**src/hdl/sdmap_pkg.sv**
```systemverilog
// ----------------------------------------------------------------------------
// sdmap_pkg
// Shared widths, register indexes and reset values for the step detector.
// ----------------------------------------------------------------------------
`default_nettype none

package sdmap_pkg;

  // Sample and result field widths
  localparam int SAMPLE_W = 16;
  localparam int STEPS_W  = 16;
  localparam int COUNT_W  = 32;

  // Default ring depth (largest usable window)
  localparam int MAX_WINDOW_DEF = 64;

  // Serial divider dividend width (sample index and running sum share it)
  localparam int DIVIDEND_W = 32;

  // Configuration port
  localparam int CFG_IDX_W  = 2;
  localparam int CFG_DATA_W = 16;
  localparam int WIN_CFG_W  = 7;

  localparam logic [CFG_IDX_W-1:0] CFG_WINDOW_LENGTH  = 2'd0;
  localparam logic [CFG_IDX_W-1:0] CFG_MIN_STEP_GAP   = 2'd1;
  localparam logic [CFG_IDX_W-1:0] CFG_PEAK_THRESHOLD = 2'd2;

  localparam logic [WIN_CFG_W-1:0]  WINDOW_LENGTH_RST  = 7'd25;
  localparam logic [CFG_DATA_W-1:0] MIN_STEP_GAP_RST   = 16'd50;
  localparam logic [CFG_DATA_W-1:0] PEAK_THRESHOLD_RST = 16'd2816;  // 11.0 in Q8.8

endpackage

`default_nettype wire

```
**src/hdl/sdmap_if.sv**
```systemverilog
// ----------------------------------------------------------------------------
// sdmap_if
// Valid/ready channels of the step detector: samples, results, config writes.
// ----------------------------------------------------------------------------
`default_nettype none

interface sdmap_sample_if;
  import sdmap_pkg::*;
  logic                valid;
  logic                ready;
  logic                restart;
  logic [SAMPLE_W-1:0] accel_magnitude;
  modport source (output valid, output restart, output accel_magnitude, input ready);
  modport sink   (input valid, input restart, input accel_magnitude, output ready);
endinterface

interface sdmap_result_if;
  import sdmap_pkg::*;
  logic                valid;
  logic                ready;
  logic [STEPS_W-1:0]  step_count;
  logic                peak_found;
  logic [SAMPLE_W-1:0] average_value;
  modport source (output valid, output step_count, output peak_found,
                  output average_value, input ready);
  modport sink   (input valid, input step_count, input peak_found,
                  input average_value, output ready);
endinterface

interface sdmap_cfg_if;
  import sdmap_pkg::*;
  logic                  valid;
  logic                  ready;
  logic [CFG_IDX_W-1:0]  index;
  logic [CFG_DATA_W-1:0] data;
  modport source (output valid, output index, output data, input ready);
  modport sink   (input valid, input index, input data, output ready);
endinterface

`default_nettype wire

```
**src/hdl/sdmap_div.sv**
```systemverilog
// ----------------------------------------------------------------------------
// sdmap_div
// Restoring serial divider, one quotient bit per cycle; narrow divisor.
// ----------------------------------------------------------------------------
`default_nettype none

module sdmap_div #(
  parameter int DIVISOR_W = 7
) (
  input  wire logic                            clk,
  input  wire logic                            rst,
  input  wire logic                            start,
  input  wire logic [sdmap_pkg::DIVIDEND_W-1:0] dividend,
  input  wire logic [DIVISOR_W-1:0]            divisor,
  output logic                                 done,
  output logic [sdmap_pkg::DIVIDEND_W-1:0]     quotient,
  output logic [DIVISOR_W-1:0]                 remainder
);
  import sdmap_pkg::*;

  localparam int CNT_W = $clog2(DIVIDEND_W + 1);

  logic             active;
  logic [CNT_W-1:0] cnt;
  logic [DIVISOR_W:0] rem_sh;
  logic [DIVISOR_W:0] rem_sub;
  logic             fits;

  // shift in next dividend bit, trial subtract
  always_comb begin
    rem_sh  = {remainder, quotient[DIVIDEND_W-1]};
    fits    = (rem_sh >= {1'b0, divisor});
    rem_sub = rem_sh - {1'b0, divisor};
  end

  always_ff @(posedge clk) begin
    if (rst) begin
      active <= 1'b0;
      done   <= 1'b0;
      cnt    <= '0;
    end else begin
      done <= 1'b0;
      if (start) begin
        active <= 1'b1;
        cnt    <= CNT_W'(DIVIDEND_W);
      end else if (active) begin
        cnt <= cnt - CNT_W'(1);
        if (cnt == CNT_W'(1)) begin
          active <= 1'b0;
          done   <= 1'b1;
        end
      end
    end
  end

  always_ff @(posedge clk) begin
    if (start) begin
      quotient  <= dividend;
      remainder <= '0;
    end else if (active) begin
      quotient  <= {quotient[DIVIDEND_W-2:0], fits};
      remainder <= fits ? rem_sub[DIVISOR_W-1:0] : rem_sh[DIVISOR_W-1:0];
    end
  end

endmodule

`default_nettype wire

```
**src/hdl/sdmap_ring.sv**
```systemverilog
// ----------------------------------------------------------------------------
// sdmap_ring
// Sample ring: single-port synchronous memory, registered read data.
// ----------------------------------------------------------------------------
`default_nettype none

module sdmap_ring #(
  parameter int DEPTH = 64
) (
  input  wire logic                          clk,
  input  wire logic                          rd_en,
  input  wire logic                          wr_en,
  input  wire logic [$clog2(DEPTH)-1:0]      addr,
  input  wire logic [sdmap_pkg::SAMPLE_W-1:0] wdata,
  output logic [sdmap_pkg::SAMPLE_W-1:0]     rdata
);
  import sdmap_pkg::*;

  logic [SAMPLE_W-1:0] mem [DEPTH];

  always_ff @(posedge clk) begin
    if (wr_en) begin
      mem[addr] <= wdata;
    end
  end

  always_ff @(posedge clk) begin
    if (rd_en) begin
      rdata <= mem[addr];
    end
  end

endmodule

`default_nettype wire

```
**src/hdl/step_detect_moving_average_peak_unit.sv**
```systemverilog
// ----------------------------------------------------------------------------
// step_detect_moving_average_peak_unit
// Pedometer step detector: moving average over a sample ring, peak on slope
// turning negative above a threshold, with a minimum gap between steps.
// ----------------------------------------------------------------------------
// Accept to result valid: the first sample of a run skips the divider, a
// sample while the window fills takes one divider pass (average), and one
// once the window is full takes two passes (slot index and average).
// Throughput: one sample at a time; the serial divider sets the rate.
// Reset: synchronous; clears sum and counters, sets the slope flag, config to defaults.
// The sample ring has no reset; its read data is ignored while the window fills.
// ----------------------------------------------------------------------------
`default_nettype none

module step_detect_moving_average_peak_unit #(
  parameter int MAX_WINDOW = sdmap_pkg::MAX_WINDOW_DEF
) (
  input  wire logic       clk,
  input  wire logic       rst,
  sdmap_sample_if.sink    sample,
  sdmap_result_if.source  result,
  sdmap_cfg_if.sink       cfg
);
  import sdmap_pkg::*;

  localparam int AW = $clog2(MAX_WINDOW);        // ring address
  localparam int DW = $clog2(MAX_WINDOW + 1);    // window / divisor
  localparam int SW = SAMPLE_W + $clog2(MAX_WINDOW);  // running sum
  localparam logic [SW:0] SUM_MAX = (SW+1)'(MAX_WINDOW * 65535);

  // sequencer states
  localparam logic [2:0] S_IDLE = 3'd0;
  localparam logic [2:0] S_MOD  = 3'd1;  // slot = k mod window
  localparam logic [2:0] S_READ = 3'd2;  // ring read of the slot
  localparam logic [2:0] S_SUM  = 3'd3;  // update running sum
  localparam logic [2:0] S_DIVS = 3'd4;  // launch average division
  localparam logic [2:0] S_DIVW = 3'd5;  // wait for quotient
  localparam logic [2:0] S_OUT  = 3'd6;  // peak decision, commit, result

  logic [2:0] state;

  // configuration
  logic [WIN_CFG_W-1:0]  window_length;
  logic [CFG_DATA_W-1:0] min_step_gap;
  logic [CFG_DATA_W-1:0] peak_threshold;

  // run state
  logic [SW-1:0]       running_sum;
  logic [SAMPLE_W-1:0] previous_average;
  logic                previous_slope_nonneg;
  logic [COUNT_W-1:0]  last_step_index;
  logic [STEPS_W-1:0]  steps_so_far;
  logic [COUNT_W-1:0]  sample_count;

  // per-transaction working registers
  logic [SAMPLE_W-1:0] x_reg;
  logic                first_reg;
  logic                klt_reg;       // k below window: still filling
  logic [COUNT_W-1:0]  k_reg;
  logic [AW-1:0]       slot;
  logic [SAMPLE_W-1:0] avg;

  // result register
  logic                out_valid;
  logic [STEPS_W-1:0]  out_steps;
  logic                out_peak;
  logic [SAMPLE_W-1:0] out_avg;

  // ---------------------------------------------------------------------------
  // Effective window: 0 reads as 1, clamp to ring depth
  // ---------------------------------------------------------------------------
  logic [COUNT_W-1:0] w32;
  logic [DW-1:0]      weff;

  always_comb begin
    w32 = COUNT_W'(window_length);
    if (w32 == '0) begin
      w32 = COUNT_W'(1);
    end else if (w32 > COUNT_W'(MAX_WINDOW)) begin
      w32 = COUNT_W'(MAX_WINDOW);
    end
    weff = w32[DW-1:0];
  end

  // ---------------------------------------------------------------------------
  // Accept: a new run starts on restart or when the counter sits at zero
  // ---------------------------------------------------------------------------
  logic               in_fire;
  logic               first_in;
  logic [COUNT_W-1:0] k_in;
  logic               klt_in;

  assign sample.ready = (state == S_IDLE);
  assign in_fire      = sample.valid && sample.ready;

  always_comb begin
    first_in = sample.restart || (sample_count == '0);
    k_in     = first_in ? '0 : sample_count;
    klt_in   = (k_in < w32);
  end

  // ---------------------------------------------------------------------------
  // Shared serial divider: k mod window, then sum / divisor
  // ---------------------------------------------------------------------------
  logic                  div_start;
  logic [DIVIDEND_W-1:0] div_dividend;
  logic [DW-1:0]         div_divisor;
  logic                  div_done;
  logic [DIVIDEND_W-1:0] div_q;
  logic [DW-1:0]         div_r;

  always_comb begin
    div_start    = 1'b0;
    div_dividend = DIVIDEND_W'(running_sum);
    div_divisor  = klt_reg ? (k_reg[DW-1:0] + DW'(1)) : weff;
    if (state == S_IDLE) begin
      div_start    = in_fire && !first_in && !klt_in;
      div_dividend = k_in;
      div_divisor  = weff;
    end else if (state == S_DIVS) begin
      div_start = 1'b1;
    end
  end

  sdmap_div #(
    .DIVISOR_W (DW)
  ) u_div (
    .clk       (clk),
    .rst       (rst),
    .start     (div_start),
    .dividend  (div_dividend),
    .divisor   (div_divisor),
    .done      (div_done),
    .quotient  (div_q),
    .remainder (div_r)
  );

  // ---------------------------------------------------------------------------
  // Sample ring: read old sample at the slot, write the new one on commit
  // ---------------------------------------------------------------------------
  logic                out_free;
  logic                commit;
  logic [SAMPLE_W-1:0] ring_rdata;

  assign out_free = !out_valid || result.ready;
  assign commit   = (state == S_OUT) && out_free;

  sdmap_ring #(
    .DEPTH (MAX_WINDOW)
  ) u_ring (
    .clk   (clk),
    .rd_en (state == S_READ),
    .wr_en (commit),
    .addr  (slot),
    .wdata (x_reg),
    .rdata (ring_rdata)
  );

  // ---------------------------------------------------------------------------
  // Running sum: add new, drop the oldest once full, floor at 0, clamp at max
  // ---------------------------------------------------------------------------
  logic [SW:0]   sum_tot;
  logic [SW:0]   sum_sub;
  logic [SW-1:0] sum_next;

  always_comb begin
    sum_tot = {1'b0, running_sum} + (SW+1)'(x_reg);
    if (klt_reg) begin
      sum_sub = sum_tot;
    end else if (sum_tot > (SW+1)'(ring_rdata)) begin
      sum_sub = sum_tot - (SW+1)'(ring_rdata);
    end else begin
      sum_sub = '0;
    end
    sum_next = (sum_sub > SUM_MAX) ? SUM_MAX[SW-1:0] : sum_sub[SW-1:0];
  end

  // ---------------------------------------------------------------------------
  // Peak decision: slope turns negative, above threshold, past the step gap
  // ---------------------------------------------------------------------------
  logic               nonneg;
  logic               peak;
  logic [COUNT_W:0]   gap_end;
  logic [STEPS_W-1:0] steps_next;
  logic [COUNT_W-1:0] last_next;

  always_comb begin
    gap_end = {1'b0, last_step_index} + (COUNT_W+1)'(min_step_gap);
    nonneg  = first_reg || (avg >= previous_average);
    peak    = !first_reg && previous_slope_nonneg && !nonneg &&
              (avg > peak_threshold) && ({1'b0, k_reg} > gap_end);
    if (first_reg) begin
      steps_next = '0;
      last_next  = '0;
    end else if (peak) begin
      steps_next = (steps_so_far == '1) ? steps_so_far : steps_so_far + STEPS_W'(1);
      last_next  = k_reg;
    end else begin
      steps_next = steps_so_far;
      last_next  = last_step_index;
    end
  end

  // ---------------------------------------------------------------------------
  // Sequencer and state registers
  // ---------------------------------------------------------------------------
  always_ff @(posedge clk) begin
    if (rst) begin
      state                 <= S_IDLE;
      running_sum           <= '0;
      previous_average      <= '0;
      previous_slope_nonneg <= 1'b1;
      last_step_index       <= '0;
      steps_so_far          <= '0;
      sample_count          <= '0;
      out_valid             <= 1'b0;
    end else begin
      if (result.ready && !commit) begin
        out_valid <= 1'b0;
      end
      case (state)
        S_IDLE: begin
          if (in_fire) begin
            if (first_in) begin
              state <= S_OUT;
            end else if (klt_in) begin
              state <= S_READ;
            end else begin
              state <= S_MOD;
            end
          end
        end
        S_MOD: begin
          if (div_done) begin
            state <= S_READ;
          end
        end
        S_READ: begin
          state <= S_SUM;
        end
        S_SUM: begin
          running_sum <= sum_next;
          state       <= S_DIVS;
        end
        S_DIVS: begin
          state <= S_DIVW;
        end
        S_DIVW: begin
          if (div_done) begin
            state <= S_OUT;
          end
        end
        S_OUT: begin
          if (out_free) begin
            if (first_reg) begin
              running_sum <= SW'(x_reg);
            end
            previous_average      <= avg;
            previous_slope_nonneg <= nonneg;
            last_step_index       <= last_next;
            steps_so_far          <= steps_next;
            sample_count          <= k_reg + COUNT_W'(1);  // wraps to zero: new run
            out_valid             <= 1'b1;
            state                 <= S_IDLE;
          end
        end
        default: begin
          state <= S_IDLE;
        end
      endcase
    end
  end

  // working and result payload
  always_ff @(posedge clk) begin
    if (in_fire) begin
      x_reg     <= sample.accel_magnitude;
      first_reg <= first_in;
      klt_reg   <= klt_in;
      k_reg     <= k_in;
      slot      <= k_in[AW-1:0];            // k < window: slot is k itself
      avg       <= sample.accel_magnitude;  // first sample averages to itself
    end
    if ((state == S_MOD) && div_done) begin
      slot <= div_r[AW-1:0];
    end
    if ((state == S_DIVW) && div_done) begin
      avg <= (div_q[DIVIDEND_W-1:SAMPLE_W] != '0) ? '1 : div_q[SAMPLE_W-1:0];
    end
    if (commit) begin
      out_steps <= steps_next;
      out_peak  <= peak;
      out_avg   <= avg;
    end
  end

  assign result.valid         = out_valid;
  assign result.step_count    = out_steps;
  assign result.peak_found    = out_peak;
  assign result.average_value = out_avg;

  // ---------------------------------------------------------------------------
  // Configuration writes; out-of-range index is dropped
  // ---------------------------------------------------------------------------
  assign cfg.ready = 1'b1;

  always_ff @(posedge clk) begin
    if (rst) begin
      window_length  <= WINDOW_LENGTH_RST;
      min_step_gap   <= MIN_STEP_GAP_RST;
      peak_threshold <= PEAK_THRESHOLD_RST;
    end else if (cfg.valid && cfg.ready) begin
      case (cfg.index)
        CFG_WINDOW_LENGTH:  window_length  <= cfg.data[WIN_CFG_W-1:0];
        CFG_MIN_STEP_GAP:   min_step_gap   <= cfg.data;
        CFG_PEAK_THRESHOLD: peak_threshold <= cfg.data;
        default: ;
      endcase
    end
  end

endmodule

`default_nettype wire
```
**src/flat_wrapper.sv**
```systemverilog
// flat-port wrapper written by rule: the top's interface ports become plain ports
module step_detect_moving_average_peak_unit_flat import sdmap_pkg::*;
#(
  parameter int MAX_WINDOW = sdmap_pkg::MAX_WINDOW_DEF
)
  (clk, rst, sample_valid, sample_restart, sample_accel_magnitude, sample_ready, result_valid, result_step_count, result_peak_found, result_average_value, result_ready, cfg_valid, cfg_index, cfg_data, cfg_ready);
  sdmap_sample_if sample_i ();
  sdmap_result_if result_i ();
  sdmap_cfg_if cfg_i ();
  input  wire logic clk;
  input  wire logic rst;
  input wire logic [$bits(sample_i.valid)-1:0] sample_valid;
  input wire logic [$bits(sample_i.restart)-1:0] sample_restart;
  input wire logic [$bits(sample_i.accel_magnitude)-1:0] sample_accel_magnitude;
  output wire logic [$bits(sample_i.ready)-1:0] sample_ready;
  output wire logic [$bits(result_i.valid)-1:0] result_valid;
  output wire logic [$bits(result_i.step_count)-1:0] result_step_count;
  output wire logic [$bits(result_i.peak_found)-1:0] result_peak_found;
  output wire logic [$bits(result_i.average_value)-1:0] result_average_value;
  input wire logic [$bits(result_i.ready)-1:0] result_ready;
  input wire logic [$bits(cfg_i.valid)-1:0] cfg_valid;
  input wire logic [$bits(cfg_i.index)-1:0] cfg_index;
  input wire logic [$bits(cfg_i.data)-1:0] cfg_data;
  output wire logic [$bits(cfg_i.ready)-1:0] cfg_ready;
  assign sample_i.valid = sample_valid;
  assign sample_i.restart = sample_restart;
  assign sample_i.accel_magnitude = sample_accel_magnitude;
  assign sample_ready = sample_i.ready;
  assign result_valid = result_i.valid;
  assign result_step_count = result_i.step_count;
  assign result_peak_found = result_i.peak_found;
  assign result_average_value = result_i.average_value;
  assign result_i.ready = result_ready;
  assign cfg_i.valid = cfg_valid;
  assign cfg_i.index = cfg_index;
  assign cfg_i.data = cfg_data;
  assign cfg_ready = cfg_i.ready;
  step_detect_moving_average_peak_unit #(.MAX_WINDOW(MAX_WINDOW)) u_core (.clk(clk), .rst(rst), .sample(sample_i), .result(result_i), .cfg(cfg_i));
endmodule
```
**config.mk**
```make
export PLATFORM = sky130hd
export DESIGN_NAME = step_detect_moving_average_peak_unit_flat
export DESIGN_NICKNAME = d
export VERILOG_FILES = /design/src/hdl/sdmap_pkg.sv /design/src/hdl/sdmap_if.sv /design/src/hdl/sdmap_div.sv /design/src/hdl/sdmap_ring.sv /design/src/hdl/step_detect_moving_average_peak_unit.sv /design/src/flat_wrapper.sv
export SDC_FILE = /design/constraint.sdc
export NUM_CORES = 2
export LEC_CHECK = 0
export ABC_AREA = 1
export BUFFER_PORTS_ARGS = -buffer_cell sky130_fd_sc_hd__buf_2
export CORE_MARGIN = 2
export CORE_UTILIZATION = 68
export DETAILED_ROUTE_END_ITERATION = 10
export PLACE_DENSITY = 0.86
export SYNTH_ARGS = -nofsm -noshare
export SYNTH_HDL_FRONTEND = slang
export SYNTH_SLANG_ARGS = --single-unit
```
**constraint.sdc**
```tcl
create_clock -name clk -period 11.95 [get_ports clk]
set_clock_uncertainty 0.05 [all_clocks]
set_input_delay 1.7925 -clock clk [delete_from_list [all_inputs] [get_ports clk]]
set_output_delay 1.7925 -clock clk [all_outputs]
set_load 0.01 [all_outputs]
```
; ---- Word-level counts from Yosys, hierarchy flattened
; Memory sizes are Yosys's and may differ from the RTL's. A register that Yosys moved wholly into a read port is not among the register bits.
; Cells that the tools add are included.
[word_totals]
ff_bits = 314
mem_bits_rw = 1024
inputBits = 40
out_inout_bits = 36
word_cells = 143
mem_count = 1
[memory_table]
columns = name, words, word_bits, rd, rd_clocked_by_memory_dff, wr, line_no
row1 = u_core.u_ring.mem, 64, 16, 1, 1, 1, sdmap_ring.sv:19  ; logic [SAMPLE_W-1:0] mem [DEPTH];
[classes]
n_addsub = 8
n_lt_le_gt_ge = 8
n_eq_ne = 15
muxes = 45
bitwise = 1
reduce_logical = 39
[ops]
columns = op, n
row1 = 32-bit two-way mux, 6
row2 = 16-bit two-way mux, 6
row3 = 22-bit two-way mux, 3
row4 = 23-bit two-way mux, 2
row5 = 22-bit case mux with 2 select lines, 1
row6 = 7-bit two-way mux, 5
row7 = 32-bit by 16-bit adder with 33-bit output, 1
row8 = 32-bit by 33-bit > comparator with 1-bit output, 1
row9 = "32-bit by 1-bit adder with 32-bit output, second input constant", 1
row10 = 32-bit logical NOT, 1
row11 = 32-bit by 7-bit < comparator with 1-bit output, 1
row12 = 6-bit two-way mux, 4
row13 = 22-bit by 16-bit adder with 23-bit output, 1
row14 = 23-bit by 16-bit > comparator with 1-bit output, 1
row15 = "23-bit by 22-bit > comparator with 1-bit output, second input constant", 1
row16 = 23-bit by 16-bit subtractor with 23-bit output, 1
row17 = 3-bit case mux with 7 select lines, 1
row18 = "16-bit by 1-bit adder with 16-bit output, second input constant", 1
row19 = "16-bit equality test, second input constant", 1
row20 = 16-bit greater-or-equal comparator, 1
row21 = 16-bit > comparator, 1
row22 = 16-bit nonzero test, 1
row23 = 3-bit two-way mux, 5
row24 = 1-bit logical AND, 11
row25 = other kinds (27), 58

; ---- Depth between registers and ports, before layout
[depth]
depth_word = 8
mapped_depth = 33
depth_no_buf = 31

; ---- Hierarchy
; From an unflattened synthesis, not the netlist that was laid out.
[hier_totals]
cells_unflattened = 6883
hier_area_um2 = 63399.6
[by_module_without_submodules]
columns = mod, n_inst, cells_per_inst, area_each_um2, seq_area_each_um2
row1 = sdmap_ring, 1, 4256, 43729.4, 31230.0
row2 = step_detect_moving_average_peak_unit, 1, 2326, 17194.0, 6396.1
row3 = sdmap_div, 1, 301, 2476.1, 1261.2

; ---- Worst setup path before layout
; Ideal clock, no wire load.
[synth_path]
path_type = input to register
startpoint = in sample_valid
endpoint = reg u_core.u_div.quotient[0] (netlist bit) (enable)
setup_time_ns = 0.389
t_arrival_ns = 5.318
t_required_ns = 11.511
slack_ns = 6.192
cell_stages = 6
n_path_buf = 0
path_cell_list = inv_1 -> nor2_1 -> nand3_1 -> nand2_1 -> inv_1 -> nand2_1
[synth_via]
elab_chain_cells = 5
[synth_rtl]
columns = item, line_no
row1 = "start, declared", flat_wrapper.sv:12  ; input wire logic [$bits(sample_i.valid)-1:0] sample_valid;
row2 = 1-bit logical AND, step_detect_moving_average_peak_unit.sv:94  ; assign in_fire = sample.valid && sample.ready;
row3 = via u_core.in_fire, step_detect_moving_average_peak_unit.sv:88  ; logic in_fire;
row4 = 1-bit logical AND (2 in series), step_detect_moving_average_peak_unit.sv:117  ; div_start = in_fire && !first_in && !klt_in;
row5 = 1-bit two-way mux, step_detect_moving_average_peak_unit.sv:116  ; if (state == S_IDLE) begin
row6 = 2-bit nonzero test (no line), n/a
row7 = "end signal, assigned", sdmap_div.sv:58  ; quotient <= dividend;
row8 = "end signal, assigned", sdmap_div.sv:61  ; quotient <= {quotient[DIVIDEND_W-2:0], fits};
row9 = "end, declared", sdmap_div.sv:16  ; output logic [sdmap_pkg::DIVIDEND_W-1:0] quotient,
; The timed path passes the listed nets, and every way through them passes these cells.
; A chain may end at the register's enable or synchronous reset.

; ---- Final worst setup path
[layout_path]
startpoint = reg u_core.last_step_index[2]
endpoint = reg u_core.last_step_index[18]
[layout_via]
elab_chain_cells = 5
[layout_rtl]
columns = item, line_no
row1 = "start, declared", step_detect_moving_average_peak_unit.sv:51  ; logic [COUNT_W-1:0] last_step_index;
row2 = "start signal, assigned", step_detect_moving_average_peak_unit.sv:260  ; last_step_index <= last_next;
row3 = 32-bit by 16-bit adder with 33-bit output, step_detect_moving_average_peak_unit.sv:188  ; gap_end = {1'b0, last_step_index} + (COUNT_W+1)'(min_step_gap);
row4 = 32-bit by 33-bit > comparator with 1-bit output, step_detect_moving_average_peak_unit.sv:191  ; (avg > peak_threshold) && ({1'b0, k_reg} > gap_end);
row5 = 1-bit logical AND, step_detect_moving_average_peak_unit.sv:191
row6 = 2-bit nonzero test (no line), n/a
row7 = 3-bit AND reduction (no line), n/a
; No other way between the ends.

==> results.md <==
- Summed over all failing endpoints, the final setup total negative slack is 0 ps.
- The pin count of the biggest net entering global routing is 128.
- The final count of hold timing violations is 0.
- The root buffer cell chosen for the clock tree is sky130_fd_sc_hd__clkbuf_16.
- After routing the design area is approximately 63000 sq um.
- The initial antenna violation count is 3.
- The path type of the worst min-delay path is flop to flop.
- Each instance of the synthesized netlist takes up on average roughly 12 sq um.
- At the end of the flow the core is filled with cells to 0.759.
- The static leakage is between 20 and 25 nW.
- The number of register bits inferred by synthesis is 1354.
- The worst endpoint data arrival time is between 7000 and 8000 ps.
- In the routed design, unresolved DRC markers number 0.
- The placed wire-length estimate is about 90000 microns.
- Following the worst setup path forward leads to its endpoint at u_core.last_step_index[18].
- The first global-routing pass estimated 236000 microns of wire.
- The H-tree was split into 4 levels.
- The sort of element at the end of the critical path is a flop.
- The most repeated library cell on the critical path is sky130_fd_sc_hd__o21ai_1.
- The headroom to the max-slew limit is 0.211.
- The die height is 294 microns.
- In this run the cell area measured after placement is just under 60000 sq um.
- The worst slack at placement is 5430 ps.
- In the final layout, the share of cells above drive strength 1 is 0.103.
- Counting flops per register, the top entry is u_core.u_ring.mem.
- For the worst-skew pair, the clock arrives at the later sink with an insertion delay of 760 ps.
- The combined area of all synthesized cells is 57000 sq um.
- The number of distinct standard cells referenced by the synthesized netlist is 63.
- The highest clock rate is ~150 MHz.
- The floorplan core area is about 83000 sq um.
- The overall routed net length is between 150000 and 200000 microns.
- Setup repair after global routing left no endpoint under its margin.
- The startpoint kind of the worst setup timing path is a flop.
- In the final routed layout, each cell accounts on average for ~26 microns.
- Hold repair after CTS inserted 0 buffers.
- The net count of the finished layout is 4990.
- The total congestion overflow is 0.
- The critical-path maximum fanout is 33.
- Buffers inserted during clock tree synthesis total between 100 and 150.
- The power density normalized to cell area is between 200 and 250 nW/um^2.
- The post-synthesis sequential area ratio is 0.682.
- After layout, the minimum clock period comes to 6800 ps.
- The via count is 40925.
- The register with the most flip-flops in the layout has roughly 1000 of them.
- In the synthesized netlist the async set-or-reset flop fraction comes to 0.
- IR analysis of the VDD net gives a maximum drop of 0.201 mV.
- Yosys attributes the largest share of cell area to sky130_fd_sc_hd__edfxtp_1 62%, sky130_fd_sc_hd__dfxtp_1 6.2%, sky130_fd_sc_hd__nand2_1 5.3%.
- After technology mapping, the gate count stands at 4695.
- The run finished with clean final reports.
- Row generation in the floorplan step produced ~110 rows.
- The area growth from synthesis to final layout is 10.9%.
- The number of buffers added for setup after CTS is 0.
- Together, buffers and inverters on the worst path number 4.
- The die covers ~86000 sq um.
- The most used flip-flop cell after synthesis is sky130_fd_sc_hd__edfxtp_1.
- The number of global-route vias before repair is 39158.
- The number of logic stages on the critical path including buffering is 29.
- The kind of critical path is flop to flop.
- The worst reg2reg path depth is 29.
- After detailed routing, the number of vias per cell comes to 6.81.
- For this run, the slowest stage of the critical path takes 760 ps.
- The worst hold slack is approximately 420 ps.
- The share of synthesized area in the top cell type comes to 0.620.
- The x dimension of the die is roughly 290 microns.
- For this run, the total global-route usage over all layers was measured as 0.366.
- No sink is reached through more buffers than the 3 on the longest clock path.
- The count of endpoints failing setup in the final report is 0.
- The critical register-to-register path endpoint is u_core.last_step_index[18].
- The number of max-slew violations in the final report was 0.
- In this run the worst setup path begins at u_core.last_step_index[2].
- The count of instances resized after the clock tree is built is 0.
- The count of nets left with antenna violations once routing finished came out at 0.
- The clock slew at the register clock pins of the worst setup and hold paths is around 60 ps.
- At the worst endpoint, the required time is between 10000 and 15000 ps.
- The port buffer count is 74.
- The final cycle utilization of the critical path is 0.569.
- The number of flops mapped to enable cells by yosys is around 1200.
- For this design, the sink count on the clock tree is 1354.
- The post-layout worst setup margin is slightly above 5000 ps.
- For this run, the detailed router's first-pass iteration total came to 8.
- The synthesized design spends more area on one cell type than any other, namely sky130_fd_sc_hd__edfxtp_1.
- Setup slack on the worst reg-to-reg path comes out at a little over 5000 ps.
- The yosys synthesis warning count is 0.
- The starting density of the core is 0.684.
- The startpoint of the lowest-slack register-to-register path is u_core.last_step_index[2].
- The max-cap violation count is 0.
- The first routing iteration left between 6000 and 7000 violations.
- The transition time of the tightest slew-check pin is roughly 1200 ps.
- The slowest stage of the critical path is the sky130_fd_sc_hd__nor2_4 cell.
- TritonCTS built the clock tree.
- The synthesized net count is between 4000 and 5000.
- The cell family contributing the most delay on the critical path is simple AND/OR/NAND/NOR gates.
- The global placement routability congestion is slightly above 0.9.
- 76 I/O pins were placed.
[worst register-to-register path, delay by kind of cell (launching register included)]
kind	cells	cell delay (ps)
AND/OR/NAND/NOR	12	2820
AO/OA/AOI/OAI	10	1980
flip-flops	1	320
XOR/XNOR	1	150
buffers and inverters	4	730
adder cells (fa/ha/maj)	2	620
[cell usage in the layout, fill, tap and decap left out, drive strengths merged, types with 165 or more instances in the layout]
cell type	synthesis	layout
edfxtp	1177	1177
nand2	823	823
inv	362	369
nor2	297	297
a21oi	247	247
o21ai	232	232
buf	53	197
nand3	180	180
dfxtp	177	177
clkbuf	156	165
[worst min path at each step]
stage	start	end	depth (start not counted)
final	u_core.min_step_gap[4]	u_core.min_step_gap[4]	2
after global routing	u_core.peak_threshold[5]	u_core.peak_threshold[5]	2
after CTS	u_core.previous_average[10]	u_core.previous_average[10]	2
after detailed placement	u_core.peak_threshold[6]	u_core.peak_threshold[6]	2
after global placement	u_core.previous_average[1]	u_core.previous_average[1]	2
after floorplan	u_core.avg[0]	u_core.result.average_value[0]	0
[final cells by class]
class	instances	area, sq um
Multi-Input combinational cell	2761	16000
Clock buffer	165	3530
Sequential cell	1354	38900
Clock inverter	77	746
Timing Repair Buffer	197	1340
Fill cell	4659	20100
Tap cell	1080	1350
Inverter	371	1390
Antenna cell	2	5.00
[kinds of logic (layout without fill, tap and decap cells)]
family,count (synthesis),count (layout),synth area share
DFF,1354,1354,0.682
buffers and inverters,580,810,0.0391
muxes,4,4,0.000790
xor gates and xnor gates,107,107,0.0166
other,1,3,0.0000657
AOI/OAI and AO/OA,960,960,0.112
and+or+nand+nor,1556,1556,0.120
adders and majority gates,133,133,0.0297
[power by group]
group,internal [mW],switching [mW],leakage (nW)
Sequential,5.74,0.219,12.1
Combinational,1.17,2.92,8.45
Clock,2.32,1.82,2.10
[synth_stat cells (37+ instances only)]
cell                          n
sky130_fd_sc_hd__dfxtp_1    177
sky130_fd_sc_hd__nand3_1    165
sky130_fd_sc_hd__inv_1      352
sky130_fd_sc_hd__o21ai_0    226
sky130_fd_sc_hd__nand4_1    158
sky130_fd_sc_hd__nor2_1     287
sky130_fd_sc_hd__xor2_1      75
sky130_fd_sc_hd__a21oi_1    233
sky130_fd_sc_hd__edfxtp_1  1177
sky130_fd_sc_hd__buf_1       37
sky130_fd_sc_hd__ha_1       129
sky130_fd_sc_hd__a22o_1      97
sky130_fd_sc_hd__a221oi_1   138
sky130_fd_sc_hd__nand2_1    801
sky130_fd_sc_hd__clkbuf_1   156
sky130_fd_sc_hd__a22oi_1    156
sky130_fd_sc_hd__nor3_1      50
[routing by layer]
metal	vias up	part of all wire	GRT usage
li1	17484	-	-
met1	19423	0.35	0.488
met2	3424	0.46	0.562
met3	592	0.14	0.0983
met4	2	0.053	0.188
met5	-	0.000070	0
[per-stage QoR]
step           instances  power, mW
2_1_floorplan       4695       8.60
3_3_place_gp        5763       9.82
3_5_place_dp        5763       9.92
4_1_cts             6005       14.0
5_1_grt             6005       14.7
6_report            6007       14.2
Power figures use the tool's default switching activity.
